[config.mk]
export PLATFORM = sky130hd
export DESIGN_NAME = asm_register_directive_lexer_core
export DESIGN_NICKNAME = d
export VERILOG_FILES = /design/src/rtl/ardl_pkg.sv /design/src/rtl/ardl_tok_fifo.sv /design/src/rtl/asm_register_directive_lexer_core.sv
export SDC_FILE = /design/constraint.sdc
export NUM_CORES = 1
export LEC_CHECK = 0
export ABC_AREA = 1
export BUFFER_PORTS_ARGS = -buffer_cell sky130_fd_sc_hd__clkbuf_2
export CAP_MARGIN = 0
export CORE_MARGIN = 2
export CORE_UTILIZATION = 45
export CTS_BUF_LIST = sky130_fd_sc_hd__clkbuf_8
export DETAILED_ROUTE_END_ITERATION = 10
export SLEW_MARGIN = 5
export SYNTH_ARGS = -nofsm -noshare
export SYNTH_HDL_FRONTEND = slang
export SYNTH_SLANG_ARGS = --single-unit
[constraint.sdc]
create_clock -name clk_i -period 8.25 [get_ports clk_i]
set_clock_uncertainty 0.2 [all_clocks]
set_input_delay 1.2375 -clock clk_i [delete_from_list [all_inputs] [get_ports clk_i]]
set_output_delay 1.2375 -clock clk_i [all_outputs]
set_load 0.01 [all_outputs]
[src/rtl/ardl_pkg.sv]
`timescale 1ns / 1ps
// Package for the register-directive lexer: token kinds, token record,
// offset constants and the word classifier. No dependencies.
package ardl_pkg;

  localparam int LINE_SIZE = 256;
  localparam int KW_CHARS  = 9;
  localparam int OFF_W     = 9;
  localparam int START_W   = 8;
  localparam int LEN_W     = 4;
  localparam int LEN_SAT   = 10;
  localparam int Q_DEPTH   = 4;
  localparam int Q_PTR_W   = 2;
  localparam int Q_CNT_W   = 3;

  typedef enum logic [3:0] {
    KIND_AREG      = 4'd0,
    KIND_DREG      = 4'd1,
    KIND_KILL      = 4'd2,
    KIND_RESERVE   = 4'd3,
    KIND_UNRESERVE = 4'd4,
    KIND_REGISTER  = 4'd5,
    KIND_IDENT     = 4'd6,
    KIND_LPAREN    = 4'd7,
    KIND_RPAREN    = 4'd8,
    KIND_PROC      = 4'd9,
    KIND_ENDPROC   = 4'd10,
    KIND_COMMA     = 4'd11,
    KIND_COLON     = 4'd12,
    KIND_EOL       = 4'd13,
    KIND_UNKNOWN   = 4'd14
  } tok_kind_e;

  typedef struct packed {
    tok_kind_e          kind;
    logic [START_W-1:0] start_off;
    logic [OFF_W-1:0]   end_off;
    logic               last;
  } token_t;

  typedef struct packed {
    logic [1:0] cnt;
    token_t     tok0;
    token_t     tok1;
  } push_t;

  typedef logic [KW_CHARS-1:0][7:0] word_chars_t;

  // first character sits in the low byte
  localparam word_chars_t KW_AREG      = {40'd0, "gera"};
  localparam word_chars_t KW_DREG      = {40'd0, "gerd"};
  localparam word_chars_t KW_KILL      = {40'd0, "llik"};
  localparam word_chars_t KW_PROC      = {40'd0, "corp"};
  localparam word_chars_t KW_RESERVE   = {16'd0, "evreser"};
  localparam word_chars_t KW_ENDPROC   = {16'd0, "corpdne"};
  localparam word_chars_t KW_UNRESERVE = "evresernu";

  function automatic logic is_word_byte(input logic [7:0] c);
    return (c >= "a" && c <= "z") || (c >= "A" && c <= "Z") ||
           (c >= "0" && c <= "9") || c == "_";
  endfunction

  function automatic logic is_space_byte(input logic [7:0] c);
    return c == 8'h20 || (c >= 8'h09 && c <= 8'h0D);
  endfunction

  function automatic logic kw_match(input word_chars_t ch, input logic [LEN_W-1:0] len,
                                    input word_chars_t kw, input logic [LEN_W-1:0] kw_len);
    logic ok;
    ok = (len == kw_len);
    for (int i = 0; i < KW_CHARS; i++) begin
      if (LEN_W'(i) < kw_len && ch[i] != kw[i]) ok = 1'b0;
    end
    return ok;
  endfunction

  function automatic tok_kind_e classify_word(input word_chars_t ch,
                                              input logic [LEN_W-1:0] len);
    tok_kind_e k;
    k = KIND_IDENT;
    if (len == LEN_W'(2) && (ch[0] == "a" || ch[0] == "d") &&
        ch[1] >= "0" && ch[1] <= "7") k = KIND_REGISTER;
    if (kw_match(ch, len, KW_DREG, LEN_W'(4)))      k = KIND_DREG;
    if (kw_match(ch, len, KW_AREG, LEN_W'(4)))      k = KIND_AREG;
    if (kw_match(ch, len, KW_KILL, LEN_W'(4)))      k = KIND_KILL;
    if (kw_match(ch, len, KW_PROC, LEN_W'(4)))      k = KIND_PROC;
    if (kw_match(ch, len, KW_RESERVE, LEN_W'(7)))   k = KIND_RESERVE;
    if (kw_match(ch, len, KW_ENDPROC, LEN_W'(7)))   k = KIND_ENDPROC;
    if (kw_match(ch, len, KW_UNRESERVE, LEN_W'(9))) k = KIND_UNRESERVE;
    return k;
  endfunction

endpackage

[src/rtl/ardl_tok_fifo.sv]
`timescale 1ns / 1ps
// Small token queue: takes up to two tokens per cycle, gives one per cycle.
// Depends on ardl_pkg.
module ardl_tok_fifo (
  input  logic                         clk_i,
  input  logic                         rst_ni,
  input  ardl_pkg::push_t              push_i,
  input  logic                         pop_i,
  output logic [ardl_pkg::Q_CNT_W-1:0] count_o,
  output ardl_pkg::token_t             head_o
);
  import ardl_pkg::*;

  token_t               mem_q [Q_DEPTH];
  logic [Q_PTR_W-1:0]   wr_ptr_q, wr_ptr_d, rd_ptr_q, rd_ptr_d;
  logic [Q_CNT_W-1:0]   count_q, count_d;
  logic [Q_PTR_W-1:0]   wr1;

  assign wr1      = wr_ptr_q + Q_PTR_W'(1);
  assign wr_ptr_d = wr_ptr_q + Q_PTR_W'(push_i.cnt);
  assign rd_ptr_d = rd_ptr_q + Q_PTR_W'(pop_i);
  assign count_d  = count_q + Q_CNT_W'(push_i.cnt) - Q_CNT_W'(pop_i);
  assign count_o  = count_q;
  assign head_o   = mem_q[rd_ptr_q];

  always_ff @(posedge clk_i) begin
    if (push_i.cnt != 2'd0) mem_q[wr_ptr_q] <= push_i.tok0;
    if (push_i.cnt == 2'd2) mem_q[wr1] <= push_i.tok1;
  end

  always_ff @(posedge clk_i or negedge rst_ni) begin
    if (!rst_ni) begin
      wr_ptr_q <= '0;
      rd_ptr_q <= '0;
      count_q  <= '0;
    end else begin
      wr_ptr_q <= wr_ptr_d;
      rd_ptr_q <= rd_ptr_d;
      count_q  <= count_d;
    end
  end

endmodule

[src/rtl/asm_register_directive_lexer_core.sv]
`timescale 1ns / 1ps
// Top level of the register-directive lexer: input register, lexer state and
// token building. Depends on ardl_pkg and ardl_tok_fifo.

// One character is taken per cycle unless the input stalls; a token passes
// through the input register and the token queue before it is offered at the
// output. A character that closes a word and is itself a token (punctuation,
// unknown byte or end of line) yields two tokens, and the output port delivers
// at most one token per cycle, so the second token is absorbed by a four-entry
// token queue; the input stalls only when that queue holds more than two tokens.
module asm_register_directive_lexer_core (
  input  logic        clk_i,
  input  logic        rst_ni,
  input  logic        in_valid_i,
  output logic        in_ready_o,
  input  logic [7:0]  char_code_i,
  output logic        out_valid_o,
  input  logic        out_ready_i,
  output logic [3:0]  token_kind_o,
  output logic [7:0]  start_offset_o,
  output logic [8:0]  end_offset_o,
  output logic        last_of_run_o
);
  import ardl_pkg::*;

  logic               in_valid_q;
  logic [7:0]         char_q;
  logic [OFF_W-1:0]   line_off_q, line_off_d;
  logic               in_word_q, in_word_d;
  logic [START_W-1:0] word_start_q, word_start_d;
  logic [LEN_W-1:0]   word_len_q, word_len_d;
  word_chars_t        chars_q;
  logic               go;
  logic [Q_CNT_W-1:0] q_count;
  push_t              push;
  token_t             head;
  logic [OFF_W-1:0]   off_inc;
  logic [START_W-1:0] off_start;
  logic               c_word, c_space, c_nul, close_word;
  token_t             word_tok, char_tok;
  tok_kind_e          char_kind;

  assign go         = in_valid_q && (q_count <= Q_CNT_W'(Q_DEPTH - 2));
  assign in_ready_o = !in_valid_q || go;

  always_ff @(posedge clk_i or negedge rst_ni) begin
    if (!rst_ni) begin
      in_valid_q <= 1'b0;
    end else if (in_ready_o) begin
      in_valid_q <= in_valid_i;
    end
  end

  always_ff @(posedge clk_i) begin
    if (in_ready_o && in_valid_i) char_q <= char_code_i;
  end

  assign off_inc   = (line_off_q == OFF_W'(LINE_SIZE)) ? line_off_q : line_off_q + OFF_W'(1);
  assign off_start = (line_off_q > OFF_W'(LINE_SIZE - 1)) ? START_W'(LINE_SIZE - 1)
                                                          : line_off_q[START_W-1:0];
  assign c_word     = is_word_byte(char_q);
  assign c_space    = is_space_byte(char_q);
  assign c_nul      = (char_q == 8'd0);
  assign close_word = in_word_q && !c_word;

  always_comb begin
    case (char_q)
      "(":     char_kind = KIND_LPAREN;
      ")":     char_kind = KIND_RPAREN;
      ",":     char_kind = KIND_COMMA;
      ":":     char_kind = KIND_COLON;
      8'd0:    char_kind = KIND_EOL;
      default: char_kind = KIND_UNKNOWN;
    endcase
  end

  always_comb begin
    word_tok.kind      = classify_word(chars_q, word_len_q);
    word_tok.start_off = word_start_q;
    word_tok.end_off   = line_off_q;
    word_tok.last      = c_word || c_space;
    char_tok.kind      = char_kind;
    char_tok.start_off = off_start;
    char_tok.end_off   = off_inc;
    char_tok.last      = 1'b1;
  end

  always_comb begin
    line_off_d   = line_off_q;
    in_word_d    = in_word_q;
    word_start_d = word_start_q;
    word_len_d   = word_len_q;
    push.cnt     = 2'd0;
    push.tok0    = word_tok;
    push.tok1    = char_tok;
    if (go) begin
      if (in_word_q && c_word) begin
        if (word_len_q < LEN_W'(LEN_SAT)) word_len_d = word_len_q + LEN_W'(1);
        line_off_d = off_inc;
      end else begin
        in_word_d = 1'b0;
        if (c_word) begin
          in_word_d    = 1'b1;
          word_start_d = off_start;
          word_len_d   = LEN_W'(1);
          line_off_d   = off_inc;
        end else if (c_space) begin
          line_off_d = off_inc;
        end else if (c_nul) begin
          line_off_d = '0;
        end else begin
          line_off_d = off_inc;
        end
        if (close_word) begin
          push.cnt = (c_word || c_space) ? 2'd1 : 2'd2;
        end else if (!c_word && !c_space) begin
          push.cnt  = 2'd1;
          push.tok0 = char_tok;
        end
      end
    end
  end

  always_ff @(posedge clk_i or negedge rst_ni) begin
    if (!rst_ni) begin
      line_off_q   <= '0;
      in_word_q    <= 1'b0;
      word_start_q <= '0;
      word_len_q   <= '0;
    end else begin
      line_off_q   <= line_off_d;
      in_word_q    <= in_word_d;
      word_start_q <= word_start_d;
      word_len_q   <= word_len_d;
    end
  end

  always_ff @(posedge clk_i) begin
    if (go && c_word) begin
      if (!in_word_q) begin
        chars_q[0] <= char_q;
      end else if (word_len_q < LEN_W'(KW_CHARS)) begin
        chars_q[word_len_q] <= char_q;
      end
    end
  end

  ardl_tok_fifo u_fifo (
    .clk_i   (clk_i),
    .rst_ni  (rst_ni),
    .push_i  (push),
    .pop_i   (out_valid_o && out_ready_i),
    .count_o (q_count),
    .head_o  (head)
  );

  assign out_valid_o    = (q_count != '0);
  assign token_kind_o   = head.kind;
  assign start_offset_o = head.start_off;
  assign end_offset_o   = head.end_off;
  assign last_of_run_o  = head.last;

endmodule

==> results.sh, run 1 <==
export IMPL_clock_sinks=198
export IMPL_grt_max_degree=47
export IMPL_clock_tree_from_tritoncts="done"
export IMPL_row_count=54
export IMPL_initial_core_util_pct=45.7
export IMPL_io_pins=36
export IMPL_finalCritPeriodShare_pct=52.6
export IMPL_grt_pass1_vias=7164
export IMPL_area_delta_synth_final_pct=8.37
export IMPL_maxCapViolCount=0
export IMPL_hold_ws_ps=275
export IMPL_critical_path_reg2reg_startpoint="char_q[1]"
export IMPL_drcViolationCount=0
export IMPL_netlist_instances=1067
export IMPL_first_pass_grt_wire_length_um=38900
export IMPL_powerDensity_nw_per_um2=299
export IMPL_post_route_cells_drive_above_1_share_pct=11.0
export IMPL_die_area_um2=23300
export IMPL_clock_path_buffers=2
export IMPL_max_freq_mhz=230
export IMPL_arrival_ps=4240
export IMPL_postCtsSetupRepairBufs=0
export IMPL_synth_ff_latch_count=198
export IMPL_path_class="reg2reg"
export IMPL_first_iter_violations=621
export IMPL_end_kind="flop"
export IMPL_max_slew_worst_pin_slew_ps=1130
export IMPL_most_common_layout_cells="nand2_1, edfxtp_1, nor2_1, inv_1, o21ai_0"
export IMPL_clock_insertion_delay_worst_skew_ps=460
export IMPL_gpl_final_weighted_congestion=0.905
export IMPL_yosysWarningCount=0
export IMPL_clock_tree_root_cell="clkbuf_8"
export IMPL_vdd_drop_max_v=0.000143
export IMPL_hold_start="u_fifo.mem_q[3][0]"
export IMPL_synth_cell_type_count=43
export IMPL_final_period_minus_worst_setup_slack_ps=4340
export IMPL_mappedNetlistArea_um2=9940
export IMPL_report_final_hold_viol_count=0
export IMPL_final_max_slew_violation_count=0
export IMPL_yosysSeqAreaShare_pct=57.9
export IMPL_routed_wire_length_um=24000
export IMPL_post_drt_via_cell_ratio=5.34
export IMPL_die_width_um=153
export IMPL_path_clk_slew_ps=100
export IMPL_run_status="completed"
export IMPL_layout_commonest_cell="nand2_1"
export IMPL_proportion_of_power_drawn_by_flip_flops_and_latches_pct=43.9
export IMPL_antenna_cells=0
export IMPL_timing_setup_tns_ps=0
export IMPL_worst_hold_stages=2
export IMPL_cts_resized=0
export IMPL_power_internal_mw=1.90
export IMPL_crit_required_ps=8150
export IMPL_combPwrFrac_pct=36.3
export IMPL_drt_first_pass_iters=5
export IMPL_leakagePower_nw=4.06
export IMPL_min_delay_worst_endpoint="u_fifo.mem_q[3][0]"
export IMPL_clkPwrFrac_pct=19.7
export IMPL_setup_worst_path_start_class="flop"
export IMPL_maxSlewHeadroom_pct=24.1
export IMPL_fill_count=2008
export IMPL_port_buffer_count=35
export IMPL_final_net_count=1121
export IMPL_overflow=0
export IMPL_rsz0062_at_grt="false"
export IMPL_final_antenna_net_count=0
export IMPL_core_region_area_um2=21800
export IMPL_via_count=7416
export IMPL_cts_buffers=17
export IMPL_net_count_of_the_mapped_netlist=1093
export IMPL_synthesis_area_per_instance_um2=9.32
export IMPL_wl_per_cell_um=17.3
export IMPL_timing_final_setup_violations=0
export IMPL_grt_use_total_pct=21.3
export IMPL_min_delay_path_class="reg2reg"
export IMPL_post_cts_hold_buffer_count=0
export IMPL_reg_to_reg_slack_setup_ps=3910
export IMPL_number_of_antenna_violations_at_the_first_check_in_global_routing=0
export IMPL_cp_max_fo=23
export IMPL_worstRegToRegCells=12
export IMPL_reg2reg_to="u_fifo.mem_q[3][18]"
export IMPL_dieHeight_um=153
export IMPL_clock_tree_htree_level_count=4
export IMPL_switching_share_pct=41.0
export IMPL_detailedPlacementHpwl_um=17300
export IMPL_switching_power_mw=1.32
[Yosys cell counts, drive strengths merged]
cell    instances  area share (%)
a21boi          1           0.076
inv            98             3.7
nand3b          4            0.30
fa              1            0.20
or2             2            0.15
nor2          164             6.4
nand4          13            0.82
ha             13             1.6
clkinv          1           0.038
xnor2           4            0.35
xor2            7            0.62
o21a            9            0.68
nor3           24             1.2
o21ai         142             8.1
o31ai           4            0.30
nand3          59             3.4
a31oi           1           0.063
nor4            3            0.19
dfxtp           4            0.81
o211ai          1            0.13
and2            1           0.063
o22ai          24             1.5
buf            20             1.2
dfrtp          30             7.6
clkbuf         16            0.62
edfxtp        164              50
nand2         247             9.6
a21oi          10            0.69
[worst max-delay path, cell delays in order (launching register included)]
cell	delay [ps]
edfxtp_1	670
nor2_1	130
nand2_1	120
nand2_1	90
a21oi_4	220
nand2_2	120
nand2_1	110
inv_1	50
ha_1	440
o211ai_2	190
nor2_2	790
inv_1	130
nand2_1	710
[metal layers]
| layer | vias to the layer above | wire, µm | global-route usage (%) |
|---|---|---|---|
| met3 | 43 | 1060 | 3.36 |
| met4 | 0 | 640 | 8.55 |
| li1 | 3684 | - | - |
| met5 | - | 0 | 0 |
| met1 | 3481 | 10500 | 28.1 |
| met2 | 208 | 11800 | 35.6 |
[per-stage QoR]
stage | cells | area, µm² | power [mW] | util (%) | setup slack (ps)
floorplan | 1067 | 9940 | 2.25 | - | 5110
global placement | 1356 | 10400 | 2.61 | 47.6 | 3950
detailed placement | 1356 | 10400 | 2.62 | 47.6 | 3840
CTS | 1388 | 10800 | 3.25 | 49.5 | 3810
global route | 1388 | 10800 | 3.45 | 49.5 | 3520
finish | 1388 | 10800 | 3.22 | 49.5 | 3910
[state kept, by name, summed over array words and instances (netlist names)]
signal / cells
u_fifo.mem_q: 88
in_valid_q: 1
word_start_q: 8
u_fifo.wr_ptr_q: 2
line_off_q: 9
u_fifo.rd_ptr_q: 2
word_len_q: 4
in_word_q: 1
chars_q: 72
u_fifo.count_o: 3
char_q: 8
[worst max-delay path by stage]
stage	cells after the start	endpoint	slack [ps]	startpoint
after floorplan	12	u_fifo.mem_q[0][10]	5110	char_q[3]
after global placement	12	u_fifo.mem_q[3][17]	3950	char_q[0]
after detailed placement	12	u_fifo.mem_q[3][6]	3840	char_q[0]
after CTS	12	u_fifo.mem_q[3][18]	3810	char_q[0]
after global routing	12	u_fifo.mem_q[3][21]	3520	char_q[0]
final	12	u_fifo.mem_q[3][18]	3910	char_q[1]
[final cells by class]
class                           count  area, µm²  area share (%)
Clock buffer                       17        234            2.17
Clock inverter                     15        183            1.70
Inverter                           99        372            3.45
Multi-Input combinational cell    734       3630            33.7
Sequential cell                   198       5760            53.4
Tap cell                          280        350            3.25
Timing Repair Buffer               45        250            2.32
[power by group through the flow]
stage,clock [mW],combinational (mW),sequential [mW]
5_1_grt,0.692,1.32,1.44
2_1_floorplan,0,0.860,1.39
6_report,0.635,1.17,1.42
3_3_place_gp,0,1.18,1.44
3_5_place_dp,0,1.18,1.44
4_1_cts,0.647,1.19,1.42
[logic make-up (layout without fill, tap and decap cells)]
logic type	Yosys count	count (layout)	synth area share [%]
buffers and inverters	135	176	5.60
adder cells (fa/ha/maj)	14	14	1.84
flip-flops	198	198	57.9
AO/OA/AOI/OAI	192	192	11.5
XOR/XNOR	11	11	0.969
AND/OR/NAND/NOR	517	517	22.2
(Power assumes the default switching activity.)
==> run 2, diff against run 1 <==
Clock period 8.25 ns to 3.5 ns, I/O delays scaled along.
==> results.sh, run 2 (synthesis gave the netlist of run 1 again) <==
export IMPL_run_status="completed"
export IMPL_io_pins=36
export IMPL_leakagePower_nw=4.21
export IMPL_finalCritPeriodShare_pct=90.8
export IMPL_max_freq_mhz=315
export IMPL_post_drt_via_cell_ratio=5.27
export IMPL_maxCapViolCount=0
export IMPL_die_area_um2=23300
export IMPL_path_class="reg2reg"
export IMPL_die_width_um=153
export IMPL_report_final_hold_viol_count=0
export IMPL_final_period_minus_worst_setup_slack_ps=3180
export IMPL_reg2reg_to="u_fifo.count_o[2]"
export IMPL_first_iter_violations=445
export IMPL_rsz0062_at_grt="false"
export IMPL_critical_path_reg2reg_startpoint="char_q[7]"
export IMPL_via_count=7469
export IMPL_cp_cell_sequence="inv_1 > o21ai_0 > a21oi_4 > nand2_2 > nand2_1 > inv_1 > ha_1 > inv_1 > nor2_1 > ha_1 > inv_1 > fa_1 > xnor2_1 > xor2_1"
export IMPL_cts_buffers=17
export IMPL_final_net_count=1151
export IMPL_reg_to_reg_slack_setup_ps=320
export IMPL_first_pass_grt_wire_length_um=38500
export IMPL_detailedPlacementHpwl_um=16700
export IMPL_wl_per_cell_um=17.1
export IMPL_timing_setup_tns_ps=0
export IMPL_timing_critical_path_to="u_fifo.count_o[2]"
export IMPL_cts_resized=0
export IMPL_overflow=0
export IMPL_grt_use_total_pct=21.1
export IMPL_timing_final_setup_violations=0
export IMPL_layout_commonest_cell="nand2_1"
export IMPL_row_count=54
export IMPL_gpl_final_weighted_congestion=0.916
export IMPL_final_max_slew_violation_count=0
export IMPL_place_ws_ps=338
export IMPL_min_delay_path_class="in2reg"
export IMPL_vdd_drop_max_v=0.000321
export IMPL_fin_ws_ps=323
export IMPL_hold_start="char_code_i[0]"
export IMPL_drt_first_pass_iters=5
export IMPL_totalPowerFinal_mw=7.71
export IMPL_biggestRegsByFlops="u_fifo.mem_q: 88 flops, chars_q: 72 flops, line_off_q: 9 flops"
export IMPL_multiInputGateArea_um2=3630
export IMPL_timing_critical_path_max_delay_family="adder cells"
export IMPL_port_buffer_count=35
export IMPL_path_clk_slew_ps=110
export IMPL_critPathBufInv=4
export IMPL_core_region_area_um2=21800
export IMPL_maxSlewHeadroom_pct=43.3
export IMPL_crit_path_frequent_cell="inv_1"
export IMPL_arrival_ps=3380
export IMPL_setup_worst_path_start_class="flop"
export IMPL_utilization_pct=50.6
export IMPL_initial_core_util_pct=45.7
export IMPL_critPathSlowestCell="edfxtp_1"
export IMPL_cp_max_fo=10
export IMPL_post_route_cells_drive_above_1_share_pct=13.2
export IMPL_path_depth=14
export IMPL_end_kind="flop"
export IMPL_hold_ws_ps=22.7
export IMPL_critical_path_startpoint="char_q[7]"
export IMPL_grt_max_degree=46
export IMPL_critical_path_max_stage_delay_ps=540
export IMPL_clock_sinks=198
export IMPL_clock_path_buffers=2
export IMPL_postCtsSetupRepairBufs=0
export IMPL_top_register="u_fifo.mem_q"
export IMPL_number_of_antenna_violations_at_the_first_check_in_global_routing=0
export IMPL_dieHeight_um=153
export IMPL_clock_insertion_delay_worst_skew_ps=470
export IMPL_clock_tree_root_cell="clkbuf_8"
export IMPL_seq_area_um2=5760
export IMPL_clock_tree_from_tritoncts="done"
export IMPL_powerDensity_nw_per_um2=700
export IMPL_worstRegToRegCells=14
export IMPL_max_slew_worst_pin_slew_ps=850
export IMPL_routed_wire_length_um=24200
export IMPL_most_common_layout_cells="nand2_1, edfxtp_1, nor2_1, inv_1, o21ai_0"
export IMPL_clock_tree_htree_level_count=4
export IMPL_largest_register_ff_count=88
export IMPL_drcViolationCount=0
export IMPL_grt_pass1_vias=7103
export IMPL_crit_required_ps=3700
export IMPL_fill_count=2072
export IMPL_final_antenna_net_count=0
export IMPL_area_delta_synth_final_pct=10.7
export IMPL_antenna_cells=0
==> run 2: worst register-to-register path: stages, from the launching register on <==
cell and delay, ps:
edfxtp_1 540, inv_1 150, o21ai_0 150, a21oi_4 210, nand2_2 110, nand2_1 120, inv_1 50, ha_1 440
inv_1 70, nor2_1 160, ha_1 160, inv_1 40, fa_1 370, xnor2_1 180, xor2_1 160
==> run 2: report_power, final <==
| group | internal [mW] | switching, mW | leakage, nW |
|---|---|---|---|
| clock network | 0.612 | 0.902 | 0.212 |
| logic | 0.892 | 2.01 | 2.09 |
| registers | 3.04 | 0.245 | 1.92 |
| total | 4.55 | 3.16 | 4.21 |
==> run 2: layer usage <==
| metal | routed length, µm | vias to the layer above | global-route usage (%) | share of wire (%) |
|---|---|---|---|---|
| li1 | - | 3733 | - | - |
| met2 | 12100 | 192 | 37.5 | 50 |
| met3 | 1120 | 38 | 3.44 | 4.6 |
| met4 | 461 | 0 | 6.53 | 1.9 |
| met5 | 0 | - | 0 | 0 |
| met1 | 10500 | 3506 | 26.6 | 43 |
==> run 2: per-stage QoR <==
step	instance area, µm²	cells
after floorplan	9940	1067
after global placement	10600	1383
after detailed placement	10600	1383
after CTS	11000	1417
after global routing	11000	1418
final	11000	1418
==> run 2: worst min path at each step <==
stage / end / slack [ps] / cells after the start
6_report: char_q[0] / 20 / 1
5_1_grt: char_q[4] / 3 / 1
4_1_cts: char_q[3] / 1 / 1
3_5_place_dp: u_fifo.mem_q[2][0] / 250 / 2
3_3_place_gp: u_fifo.mem_q[3][0] / 250 / 2
2_1_floorplan: in_valid_q / 30 / 0
==> run 2: final cells by class <==
| type | instances | share of cell area (%) |
|---|---|---|
| Sequential cell | 198 | 52.3 |
| Multi-Input combinational cell | 734 | 33.0 |
| Timing Repair Buffer | 75 | 4.39 |
| Inverter | 99 | 3.38 |
| Tap cell | 280 | 3.18 |
| Clock buffer | 17 | 2.13 |
| Clock inverter | 15 | 1.65 |
==> run 2: timing repair <==
action,4_1_cts,5_1_grt
hold endpoints to repair,31,1
hold buffers,2,1
setup endpoints to repair,0,0
==> run 3, diff against run 2 <==
Settings changed: SYNTH_HIERARCHICAL set to 1, TNS_END_PERCENT set to 30.
==> results.sh, run 3 <==
export IMPL_netlist_instances=1260
export IMPL_totalPowerFinal_mw=8.23
export IMPL_top_register="u_fifo/mem_q"
export IMPL_maxSlewHeadroom_pct=43.3
export IMPL_cp_cell_sequence="nor2_1 > nand3_1 > nor2_1 > nor2_2 > nand2_1 > inv_1 > ha_1 > inv_1 > nor2_1 > buf_4 > nor2_4 > nand2_1 > nand2_1 > buf_4"
export IMPL_cts_buffers=17
export IMPL_grt_use_total_pct=20.9
export IMPL_clock_tree_root_cell="clkbuf_8"
export IMPL_synth_ff_latch_count=198
export IMPL_most_common_layout_cells="nand2_1, inv_1, edfxtp_1, nand3_1, nor2_1"
export IMPL_first_pass_grt_wire_length_um=39600
export IMPL_cp_max_fo=22
export IMPL_maxCapViolCount=0
export IMPL_synth_area_top_cells="edfxtp_1, nand2_1, nand3_1"
export IMPL_timing_final_setup_violations=0
export IMPL_yosys_cell_count_top_type="nand2_1"
export IMPL_antenna_cells=0
export IMPL_die_area_um2=24800
export IMPL_postCtsSetupRepairBufs=0
export IMPL_final_net_count=1337
export IMPL_port_buffer_count=35
export IMPL_clock_tree_htree_level_count=4
export IMPL_row_count=56
export IMPL_via_count=8029
export IMPL_drt_first_pass_iters=5
export IMPL_wl_per_cell_um=15.0
export IMPL_setup_worst_path_start_class="flop"
export IMPL_leakagePower_nw=5.34
export IMPL_max_freq_mhz=332
export IMPL_finish_instance_area_um2=11700
export IMPL_vdd_drop_max_v=0.000262
export IMPL_path_clk_slew_ps=100
export IMPL_area_delta_synth_final_pct=10.3
export IMPL_final_antenna_net_count=0
export IMPL_run_status="completed"
export IMPL_reg_to_reg_slack_setup_ps=490
export IMPL_synth_top_area_cell="edfxtp_1"
export IMPL_gpl_final_weighted_congestion=0.841
export IMPL_die_width_um=157
export IMPL_powerDensity_nw_per_um2=704
export IMPL_io_pins=36
export IMPL_dpl_cell_area_um2=11200
export IMPL_timing_critical_path_max_delay_family="simple AND/OR/NAND/NOR gates"
export IMPL_yosysWarningCount=6
export IMPL_critPathSlowestCell="edfxtp_1"
export IMPL_first_iter_violations=533
export IMPL_synthesis_area_per_instance_um2=8.41
export IMPL_clock_path_buffers=2
export IMPL_rsz0062_at_grt="false"
export IMPL_drcViolationCount=0
export IMPL_initial_core_util_pct=45.6
export IMPL_critPathBufInv=4
export IMPL_report_final_hold_viol_count=0
export IMPL_overflow=0
export IMPL_synthArstFlopShare_pct=15.2
export IMPL_number_of_antenna_violations_at_the_first_check_in_global_routing=0
export IMPL_dieHeight_um=157
export IMPL_final_max_slew_violation_count=0
export IMPL_place_ws_ps=520
export IMPL_mappedNetlistArea_um2=10600
export IMPL_synth_cell_type_count=44
export IMPL_critical_path_max_stage_delay_ps=460
export IMPL_biggestRegsByFlops="u_fifo/mem_q: 88 flops, chars_q: 72 flops, line_off_q: 9 flops"
export IMPL_core_region_area_um2=23300
export IMPL_crit_required_ps=3440
export IMPL_detailedPlacementHpwl_um=16600
export IMPL_clock_insertion_delay_worst_skew_ps=490
export IMPL_routed_wire_length_um=24600
export IMPL_end_kind="flop"
export IMPL_synth_commonest_cells="nand2_1, inv_1, edfxtp_1"
export IMPL_final_period_minus_worst_setup_slack_ps=3010
export IMPL_finalCritPeriodShare_pct=86.0
export IMPL_path_class="reg2reg"
export IMPL_synth_top_area_share_pct=47.6
export IMPL_clock_tree_from_tritoncts="done"
export IMPL_post_route_cells_drive_above_1_share_pct=13.0
export IMPL_arrival_ps=2950
export IMPL_min_delay_path_class="in2reg"
export IMPL_max_slew_worst_pin_slew_ps=850
export IMPL_yosysSeqAreaShare_pct=54.7
export IMPL_fin_ws_ps=489
export IMPL_grt_max_degree=68
export IMPL_fill_count=2179
export IMPL_timing_setup_tns_ps=0
export IMPL_layout_commonest_cell="nand2_1"
export IMPL_largest_register_ff_count=88
export IMPL_post_drt_via_cell_ratio=4.89
export IMPL_clock_sinks=198
export IMPL_most_frequently_used_flop_master_after_synthesis="edfxtp_1"
export IMPL_grt_pass1_vias=7588
export IMPL_synth_edff_count=168
==> run 3: path summary, 6_finish.rpt <==
kind | start | end | cells after the start
setup / recovery | char_q[6] | u_fifo/mem_q[3][21] | 14
hold / removal | char_code_i[0] | char_q[0] | 1
setup reg to reg | char_q[6] | u_fifo/mem_q[3][21] | 14
hold reg to reg | word_start_q[1] | word_start_q[1] | 2
max in group asynchronous | rst_ni | u_fifo/rd_ptr_q[0] | 2
min in group asynchronous | rst_ni | u_fifo/rd_ptr_q[1] | 2
==> run 3: stage by stage <==
step	hold slack, ps	utilization, %	cells
after floorplan	29.4	-	1263
after global placement	264	48.2	1609
after detailed placement	268	48.2	1609
after CTS	3.34	50.2	1643
after global routing	10.8	50.2	1643
final	25.7	50.2	1643
==> run 3: cell type report <==
type	count	area [µm²]	area share, %
timing repair buffer	73	465	3.98
multi-input combinational	842	3900	33.4
clock buffer	17	234	2.00
clock inverter	15	213	1.82
sequential	198	5800	49.6
tap	319	399	3.42
inverter	179	677	5.79
==> run 3: layer usage <==
layer  global-route usage (%)  vias to the layer above  part of all wire, %
met5                        0                        -                    0
met4                     6.54                        0                  1.7
met3                     2.97                       35                  4.3
met2                     37.1                      216                   51
met1                     26.5                     3649                   43
li1                         -                     4129                    -
==> run 3: where the power goes <==
group          total, mW  internal [mW]  switching [mW]
logic               3.27           1.00            2.27
registers           3.35           3.16           0.195
clock network       1.60          0.682           0.918
==> run 3: cells by family after synthesis <==
kind of cell | share of synthesized area, %
AND/OR/NAND/NOR | 30.8
AO/OA/AOI/OAI | 3.64
XOR/XNOR | 0.496
buffers and inverters | 8.61
adder cells (fa/ha/maj) | 1.72
other | 0.0354
flip-flops | 54.7
==> run 3: repair_timing <==
item                                   CTS  global route
endpoints found under the hold margin   31             0
gates resized for setup                  0             0
hold buffers                             2             0
